--- src/rtl/core/pipeline_delay_bound_assert.svh ---
// ----------------------------------------------------------------------------
// Pipeline delay bound assertion macros
// Clocked assertion shorthands shared by the update stage and the top module.
// ----------------------------------------------------------------------------
`ifndef PIPELINE_DELAY_BOUND_ASSERT_SVH
`define PIPELINE_DELAY_BOUND_ASSERT_SVH

// Same-cycle property under clk, masked while rst_n is low.
`define PDB_ASSERT(lbl, prop, msg) \
  lbl: assert property (@(posedge clk) disable iff (!rst_n) (prop)) else $error(msg);

// Next-cycle implication under clk, masked while rst_n is low.
`define PDB_ASSERT_NEXT(lbl, ante, cons, msg) \
  lbl: assert property (@(posedge clk) disable iff (!rst_n) (ante) |=> (cons)) else $error(msg);

`endif

--- src/rtl/core/pdb_pkg.sv ---
// ----------------------------------------------------------------------------
// Pipeline delay bound package
// Widths, register indexes and shared types of the delay bound core.
// ----------------------------------------------------------------------------
package pdb_pkg;

  localparam int MAX_STAGES = 16;
  localparam int JOB_W      = 8;
  localparam int STAGE_W    = 4;
  localparam int PRIO_W     = 8;
  localparam int TIME_W     = 16;
  localparam int CNT_W      = 5;
  localparam int T1_W       = 24;
  localparam int T23_W      = 20;
  localparam int OUT_W      = 25;
  localparam int CFG_IDX_W  = 2;
  localparam int CFG_DATA_W = 8;

  typedef enum logic [CFG_IDX_W-1:0] {
    CFG_TARGET_JOB   = 2'd0,
    CFG_TARGET_PRIO  = 2'd1,
    CFG_STAGE_COUNT  = 2'd2
  } cfg_reg_t;

  typedef struct packed {
    logic [JOB_W-1:0]   job;
    logic [STAGE_W-1:0] stage;
    logic [PRIO_W-1:0]  prio;
    logic [TIME_W-1:0]  exec_time;
    logic               last;
  } item_t;

  typedef struct packed {
    logic [JOB_W-1:0]  target_job;
    logic [PRIO_W-1:0] target_prio;
    logic [CNT_W-1:0]  stage_count;
  } cfg_t;

endpackage

--- src/rtl/core/pdb_in_stage.sv ---
// ----------------------------------------------------------------------------
// Pipeline delay bound input stage
// Registers one input item and holds it until the update stage takes it.
// ----------------------------------------------------------------------------
module pdb_in_stage (
  input  logic           clk,
  input  logic           rst_n,
  input  logic           in_valid,
  output logic           in_stall,
  input  pdb_pkg::item_t item_i,
  input  logic           take,
  output logic           hold_valid,
  output pdb_pkg::item_t hold_item
);
  import pdb_pkg::*;

  logic  valid_r;
  logic  valid_nxt;
  item_t item_r;
  logic  accept;

  assign in_stall   = valid_r && !take;
  assign accept     = in_valid && !in_stall;
  assign hold_valid = valid_r;
  assign hold_item  = item_r;

  always_comb begin
    valid_nxt = valid_r;
    if (accept) begin
      valid_nxt = 1'b1;
    end else if (take) begin
      valid_nxt = 1'b0;
    end
  end

  always_ff @(posedge clk) begin
    if (!rst_n) begin
      valid_r <= 1'b0;
    end else begin
      valid_r <= valid_nxt;
    end
  end

  always_ff @(posedge clk) begin
    if (accept) begin
      item_r <= item_i;
    end
  end

endmodule

--- src/rtl/core/pdb_update.sv ---
// ----------------------------------------------------------------------------
// Pipeline delay bound update stage
// Folds one item into the running maxima and terms and forms the bound.
// ----------------------------------------------------------------------------
`include "pipeline_delay_bound_assert.svh"

module pdb_update (
  input  logic                       clk,
  input  logic                       rst_n,
  input  logic                       fire,
  input  pdb_pkg::item_t             item,
  input  pdb_pkg::cfg_t              cfg,
  output logic                       result_load,
  output logic [pdb_pkg::OUT_W-1:0]  result
);
  import pdb_pkg::*;

  logic [TIME_W-1:0] job_max_time_r;
  logic [TIME_W-1:0] job_max_time_nxt;
  logic [T1_W-1:0]   job_max_sum_r;
  logic [T1_W-1:0]   job_max_sum_nxt;
  logic [T23_W-1:0]  high_sum_r;
  logic [T23_W-1:0]  high_sum_nxt;
  logic [T23_W-1:0]  low_sum_r;
  logic [T23_W-1:0]  low_sum_nxt;
  logic [TIME_W-1:0] high_max_r [MAX_STAGES];
  logic [TIME_W-1:0] low_max_r  [MAX_STAGES];

  logic [CNT_W-1:0]  n_eff;
  logic [CNT_W-1:0]  stage_ext;
  logic              in_use;
  logic              not_last_stage;
  logic              is_target;
  logic              high;
  logic              low;
  logic [TIME_W-1:0] jmt_base;
  logic [TIME_W-1:0] hs_cur;
  logic [TIME_W-1:0] ls_cur;
  logic [T1_W:0]     sum1_ext;
  logic [T1_W-1:0]   sum1_sat;
  logic              high_we;
  logic              low_we;
  logic              clear;

  assign n_eff          = (cfg.stage_count > CNT_W'(MAX_STAGES)) ? CNT_W'(MAX_STAGES)
                                                                 : cfg.stage_count;
  assign stage_ext      = {1'b0, item.stage};
  assign in_use         = stage_ext < n_eff;
  assign not_last_stage = (stage_ext + CNT_W'(1)) < n_eff;
  assign is_target      = item.job == cfg.target_job;
  assign high           = is_target || (item.prio < cfg.target_prio);
  assign low            = !is_target && (item.prio > cfg.target_prio);
  assign jmt_base       = (item.stage == '0) ? '0 : job_max_time_r;
  assign hs_cur         = high_max_r[item.stage];
  assign ls_cur         = low_max_r[item.stage];
  assign sum1_ext       = {1'b0, job_max_sum_r}
                        + (T1_W+1)'(item.exec_time - jmt_base);
  assign sum1_sat       = sum1_ext[T1_W] ? '1 : sum1_ext[T1_W-1:0];
  assign clear          = fire && item.last;

  always_comb begin
    job_max_time_nxt = job_max_time_r;
    job_max_sum_nxt  = job_max_sum_r;
    high_sum_nxt     = high_sum_r;
    low_sum_nxt      = low_sum_r;
    high_we          = 1'b0;
    low_we           = 1'b0;
    if (fire && in_use) begin
      job_max_time_nxt = jmt_base;
      if (high) begin
        if (item.exec_time > jmt_base) begin
          job_max_sum_nxt  = sum1_sat;
          job_max_time_nxt = item.exec_time;
        end
        if (item.exec_time > hs_cur) begin
          high_we = 1'b1;
          if (not_last_stage) begin
            high_sum_nxt = high_sum_r + T23_W'(item.exec_time - hs_cur);
          end
        end
      end else if (low) begin
        if (item.exec_time > ls_cur) begin
          low_we      = 1'b1;
          low_sum_nxt = low_sum_r + T23_W'(item.exec_time - ls_cur);
        end
      end
    end
  end

  assign result_load = clear;
  assign result      = OUT_W'(job_max_sum_nxt) + OUT_W'(high_sum_nxt) + OUT_W'(low_sum_nxt);

  always_ff @(posedge clk) begin
    if (!rst_n || clear) begin
      job_max_time_r <= '0;
      job_max_sum_r  <= '0;
      high_sum_r     <= '0;
      low_sum_r      <= '0;
      for (int i = 0; i < MAX_STAGES; i++) begin
        high_max_r[i] <= '0;
        low_max_r[i]  <= '0;
      end
    end else begin
      job_max_time_r <= job_max_time_nxt;
      job_max_sum_r  <= job_max_sum_nxt;
      high_sum_r     <= high_sum_nxt;
      low_sum_r      <= low_sum_nxt;
      if (high_we) begin
        high_max_r[item.stage] <= item.exec_time;
      end
      if (low_we) begin
        low_max_r[item.stage] <= item.exec_time;
      end
    end
  end

  `PDB_ASSERT_NEXT(a_clear_after_last, fire && item.last, (job_max_sum_r == '0) && (high_sum_r == '0) && (low_sum_r == '0), "terms not cleared after last item")
  `PDB_ASSERT_NEXT(a_hold_without_item, !fire, $stable(job_max_sum_r) && $stable(high_sum_r) && $stable(low_sum_r), "terms changed without an item")
  `PDB_ASSERT_NEXT(a_job_max_tracks, fire && !item.last && in_use && high && (item.exec_time > jmt_base), job_max_time_r == $past(item.exec_time), "job maximum not taken from item")

endmodule

--- src/rtl/core/pdb_out_stage.sv ---
// ----------------------------------------------------------------------------
// Pipeline delay bound output stage
// Holds one finished bound until the receiver takes it.
// ----------------------------------------------------------------------------
module pdb_out_stage (
  input  logic                      clk,
  input  logic                      rst_n,
  input  logic                      load,
  input  logic [pdb_pkg::OUT_W-1:0] data,
  input  logic                      out_stall,
  output logic                      out_valid,
  output logic [pdb_pkg::OUT_W-1:0] out_delay_bound,
  output logic                      out_free
);
  import pdb_pkg::*;

  logic             valid_r;
  logic             valid_nxt;
  logic [OUT_W-1:0] data_r;

  assign out_free        = !valid_r || !out_stall;
  assign out_valid       = valid_r;
  assign out_delay_bound = data_r;

  always_comb begin
    valid_nxt = valid_r;
    if (load) begin
      valid_nxt = 1'b1;
    end else if (valid_r && !out_stall) begin
      valid_nxt = 1'b0;
    end
  end

  always_ff @(posedge clk) begin
    if (!rst_n) begin
      valid_r <= 1'b0;
    end else begin
      valid_r <= valid_nxt;
    end
  end

  always_ff @(posedge clk) begin
    if (load) begin
      data_r <= data;
    end
  end

endmodule

--- src/rtl/core/pipeline_delay_bound.sv ---
// ----------------------------------------------------------------------------
// Pipeline delay bound
// Builds the end-to-end delay bound of one target job from a stream of
// per-stage execution times and emits it on the last item of a data set.
// ----------------------------------------------------------------------------
// Path: the last item is registered in the input stage, folded into the terms
// by the update stage and its bound registered in the output stage (out_valid).
// Throughput: one item per cycle through the per-stage maxima and running
// terms; a last item waits while a bound is held stalled.
// Reset: synchronous, active low; clears all maxima and terms, target job and
// priority to 0 and stage count to 16. Maxima and terms clear again after each bound.
`include "pipeline_delay_bound_assert.svh"

module pipeline_delay_bound (
  input  logic                           clk,
  input  logic                           rst_n,
  input  logic                           in_valid,
  output logic                           in_stall,
  input  logic [pdb_pkg::JOB_W-1:0]      in_job_index,
  input  logic [pdb_pkg::STAGE_W-1:0]    in_stage_index,
  input  logic [pdb_pkg::PRIO_W-1:0]     in_job_priority,
  input  logic [pdb_pkg::TIME_W-1:0]     in_exec_time,
  input  logic                           in_last_item,
  output logic                           out_valid,
  input  logic                           out_stall,
  output logic [pdb_pkg::OUT_W-1:0]      out_delay_bound,
  input  logic                           cfg_valid,
  output logic                           cfg_ready,
  input  logic [pdb_pkg::CFG_IDX_W-1:0]  cfg_index,
  input  logic [pdb_pkg::CFG_DATA_W-1:0] cfg_wdata
);
  import pdb_pkg::*;

  cfg_t             cfg_r;
  cfg_t             cfg_nxt;
  item_t            in_item;
  item_t            hold_item;
  logic             hold_valid;
  logic             fire;
  logic             out_free;
  logic             result_load;
  logic [OUT_W-1:0] result;

  assign cfg_ready = 1'b1;

  always_comb begin
    cfg_nxt = cfg_r;
    if (cfg_valid && cfg_ready) begin
      case (cfg_index)
        CFG_TARGET_JOB:  cfg_nxt.target_job  = JOB_W'(cfg_wdata);
        CFG_TARGET_PRIO: cfg_nxt.target_prio = PRIO_W'(cfg_wdata);
        CFG_STAGE_COUNT: cfg_nxt.stage_count = cfg_wdata[CNT_W-1:0];
        default:         cfg_nxt = cfg_r;
      endcase
    end
  end

  always_ff @(posedge clk) begin
    if (!rst_n) begin
      cfg_r.target_job  <= '0;
      cfg_r.target_prio <= '0;
      cfg_r.stage_count <= CNT_W'(MAX_STAGES);
    end else begin
      cfg_r <= cfg_nxt;
    end
  end

  assign in_item = {in_job_index, in_stage_index, in_job_priority, in_exec_time, in_last_item};

  assign fire = hold_valid && (!hold_item.last || out_free);

  pdb_in_stage u_in_stage (
    .clk        (clk),
    .rst_n      (rst_n),
    .in_valid   (in_valid),
    .in_stall   (in_stall),
    .item_i     (in_item),
    .take       (fire),
    .hold_valid (hold_valid),
    .hold_item  (hold_item)
  );

  pdb_update u_update (
    .clk         (clk),
    .rst_n       (rst_n),
    .fire        (fire),
    .item        (hold_item),
    .cfg         (cfg_r),
    .result_load (result_load),
    .result      (result)
  );

  pdb_out_stage u_out_stage (
    .clk             (clk),
    .rst_n           (rst_n),
    .load            (result_load),
    .data            (result),
    .out_stall       (out_stall),
    .out_valid       (out_valid),
    .out_delay_bound (out_delay_bound),
    .out_free        (out_free)
  );

  `PDB_ASSERT(a_stall_only_when_held, !in_stall || hold_valid, "input stalled with empty input register")
  `PDB_ASSERT(a_result_has_slot, !(fire && hold_item.last) || out_free, "bound produced into a full output register")

endmodule
--- config.mk ---
export PLATFORM = sky130hd
export DESIGN_NAME = pipeline_delay_bound
export DESIGN_NICKNAME = d
export VERILOG_FILES = /design/src/rtl/core/pdb_pkg.sv /design/src/rtl/core/pdb_in_stage.sv /design/src/rtl/core/pdb_update.sv /design/src/rtl/core/pdb_out_stage.sv /design/src/rtl/core/pipeline_delay_bound.sv
export VERILOG_INCLUDE_DIRS = /design/src /design/src/rtl/core
export SDC_FILE = /design/constraint.sdc
export NUM_CORES = 1
export LEC_CHECK = 0
export BUFFER_PORTS_ARGS = -buffer_cell sky130_fd_sc_hd__buf_2
export CORE_MARGIN = 1
export CORE_UTILIZATION = 35
export CTS_BUF_LIST = sky130_fd_sc_hd__clkbuf_4 sky130_fd_sc_hd__clkbuf_8 sky130_fd_sc_hd__clkbuf_16
export DETAILED_ROUTE_END_ITERATION = 7
export HOLD_SLACK_MARGIN = 0.1
export PLACE_DENSITY = 0.56
export SLEW_MARGIN = 20
export SYNTH_ARGS = -nofsm -noshare
export SYNTH_HDL_FRONTEND = slang
export SYNTH_HIERARCHICAL = 1
export SYNTH_SLANG_ARGS = --single-unit
--- constraint.sdc ---
create_clock -name clk -period 28 [get_ports clk]
set_clock_uncertainty 0.1 [all_clocks]
set_input_delay 5.6 -clock clk [delete_from_list [all_inputs] [get_ports clk]]
set_output_delay 5.6 -clock clk [all_outputs]
set_load 0.005 [all_outputs]
==> summary.md <==
| Metric | Value |
|---|---|
| Status | complete, no violations |
| Final layout net count | 3120 |
| Gp weighted congestion | 0.835 |
| Logic pwr share | 17.5% |
| Final Slew Violations | 0 |
| WP data arrival | 6.58 ns |
| Clock Path Buffers | 3 |
| Via count | 23000 |
| Finished Layout Cells | 4240 |
| Antenna violations before repair | 2 |
| Cell Pwr Density | 67.5 nW/um^2 |
| Iteration-0 DRC Markers | 2178 |
| Port bufs | 78 |
| GRT Util Overall | 20.3% |
| Row count | 115 |
| Pre-Repair DR Iteration Count | 5 |
| Max Cap Viol | 0 |
| Startpoint class of the critical path | primary input |
| # IOs | 80 |
| Primary FF master, synth | edfxtp_1 |
| Mapped Avg Cell Area | 12.3 sq um |
| Gates resized, CTS repair | 0 |
| Syn nets | 3063 |
| Most frequent cells in the layout | edfxtp_1, nor2_1, nand2_1, mux4_2, ha_1 |
| # clock sinks | 677 |
| Die Height | 318 microns |
| Commonest non-fill, non-tap cell in the layout | edfxtp_1 |
| Relative slew slack | 21.9% |
| H-tree Lvls | 3 |
| Internal power | 1930 uW |
| Clock share of power | 38.6% |
| Final hold violations | 0 |
| Hold WC Path Type | reg2reg |
| Post-CTS Setup Repair Bufs | 0 |
| Total Wirelength | 103 mm |
| Vias in the first global route | 22800 |
| Post-route ant nets | 0 |
| Chip width | 318 microns |
| Critical path fanouts, max | 3 |
| DRC | 0 |
| Effective utilization at floorplan | 35.4% |
| Die area | 101000 sq um |
| Flop pwr share | 43.8% |
| P_sw | 738 uW |
| First-pass GRT wire length | 152 mm |
| Area Overhead vs Synth | 13.4% |
| Worst IR Drop VDD | 0.0525 mV |
| Leak Pwr | 0.0152 uW |
| Worst slew pin tran | 1.16 ns |
| Cts bufs inserted | 75 |
| Critical path class | in2out |
| Switching portion of total power | 27.6% |
| Root Buffer | clkbuf_16 |
| Clock slew seen by the registers of the worst setup and hold paths | 0.06 ns |
| Worst endpoint required time | 22.30 ns |
| Diodes inserted | 0 |
| Clock latency on the worst-skew pair | 0.65 ns |
| Gr ovfl total | 0 |
| Final setup TNS | 0 ns |
| Largest net degree at the start of global routing | 96 |
| Sequential element share of the synthesized area | 55.3% |
| CTS tree | yes |
| Achievable Freq | 81.5 MHz |
| Share of layout cells above drive strength 1 | 16.0% |
| Wire per inst | 24.3 microns |
| Async set-reset flop share out of synthesis | 0% |
| Yosys warning total | 6 |
| Post-Place Cells | 4100 |
| HPWL after DPL | 65.5 mm |
| Synth unique cells | 76 |
| Post-Syn Instances | 2835 |
| Crit share post-route | 43.8% |
| Final min period | 12.28 ns |
| Final setup vio count | 0 |
| FF+latch count, synth | 677 |
| Routed vias/inst | 5.42 |
| Number of hold buffers added after CTS | 0 |
| CP Capture Type | primary output |
| RSZ-0062 raised after global routing | no |
| Post-synth EDFFs | 574 |
| Core ar. | 98600 sq um |
| Cell Area, Synth | 34900 sq um |
## layout make-up
cell class                 count  area, sq um
multi-input combinational   1881        14800
fill                        9239        59000
clock inverter                50          594
inverter                     126          473
clock buffer                  88         1990
timing repair buffer         131          841
tap                         1287         1610
sequential                   677        19300
## power by group through the flow
stage          sequential (uW)  clock (uW)  combinational [uW]
3_3_place_gp              1190           0                 464
3_5_place_dp              1190           0                 466
4_1_cts                   1170        1050                 468
5_1_grt                   1180        1090                 512
6_report                  1170        1030                 468
2_1_floorplan             1180           0                 325
## Yosys cell counts, types with 4 or more instances
library cell,instances,area share (%)
nor2b_1,27,0.48
xor2_1,31,0.78
o21ai_1,6,0.086
a21oi_1,87,1.2
a31oi_1,8,0.14
nor4_1,6,0.11
edfxtp_1,574,49
nor2_1,525,5.6
o41ai_1,4,0.10
dfxtp_1,103,5.9
clkbuf_1,114,1.2
mux4_2,160,10
nand4_1,13,0.23
a21o_1,59,1.3
a21boi_0,10,0.22
buf_1,17,0.18
a211oi_1,9,0.19
nor3_1,23,0.33
xnor2_1,87,2.2
buf_2,16,0.23
o21bai_1,17,0.37
or3_1,12,0.22
a22oi_1,17,0.37
inv_1,124,1.3
o21ai_0,72,1.0
mux2i_1,53,1.5
o22ai_1,12,0.22
nand2b_1,19,0.34
o21a_1,19,0.41
o31ai_1,9,0.19
fa_1,27,1.5
and2_1,64,1.1
ha_1,149,5.3
nand3_1,14,0.20
and3_1,72,1.3
nand2_1,204,2.2
a211o_1,7,0.18
o31a_1,4,0.10
## final timing paths
kind                                                         start                                   endpoint  slack (ns)  cells after the start
worst min register to register               cfg_r[5]$_SDFFE_PN0P_                      cfg_r[5]$_SDFFE_PN0P_        0.37                      2
worst max-delay path                                     out_stall                                   in_stall       15.72                      6
worst min-delay path                         cfg_r[5]$_SDFFE_PN0P_                      cfg_r[5]$_SDFFE_PN0P_        0.37                      2
worst max register to register  u_in_stage/hold_item[25]$_DFFE_PP_  u_out_stage/out_delay_bound[23]$_DFFE_PP_       16.62                     40
## stage by stage
| stage | cell area (sq um) | util (%) | setup WS, ns | power (uW) | hold slack, ns |
|---|---|---|---|---|---|
| after CTS | 39500 | 40.1 | 15.68 | 2690 | 0.369 |
| after floorplan | 34900 | - | 16.18 | 1510 | 0.338 |
| after global routing | 39600 | 40.1 | 15.62 | 2770 | 0.380 |
| final | 39600 | 40.1 | 15.72 | 2670 | 0.366 |
| after global placement | 36900 | 37.5 | 15.55 | 1660 | 0.350 |
| after detailed placement | 36900 | 37.5 | 15.45 | 1660 | 0.358 |
## logic make-up after synthesis
family,after synthesis,share of synthesized area (%)
xor+xnor,118,2.96
simple gates,997,12.7
mux,216,11.9
flops,677,55.3
compound gates,373,7.10
buf+inv,277,3.10
fa+ha+maj,176,6.89
other cells,1,0.0107
## state kept, by name, indices dropped and copies added, names as in the netlist
signal	cells
u_update/high_max_r	256
u_update/low_max_r	256
u_in_stage/hold_item	37
u_out_stage/out_delay_bound	25
u_update/job_max_sum_r	24
cfg_r	21
u_update/high_sum_r	20
u_update/low_sum_r	20
u_update/job_max_time_r	16
u_in_stage/hold_valid	1
u_out_stage/out_valid	1
## worst max-delay path, stage by stage
cell	delay (ns)
buf_2	0.11
nand2_1	0.05
inv_1	0.03
a21boi_0	0.52
nor2b_4	0.10
buf_2	0.16
## routing by layer
| layer | vias up | GRT usage (%) | wire length, microns |
|---|---|---|---|
| li1 | 10400 | - | - |
| met1 | 11600 | 27.3 | 43400 |
| met2 | 813 | 32.9 | 48400 |
| met3 | 172 | 3.55 | 7640 |
| met4 | 0 | 7.27 | 3600 |
| met5 | - | 0 | 0 |
Note: power is estimated with default switching activity, not from simulation.
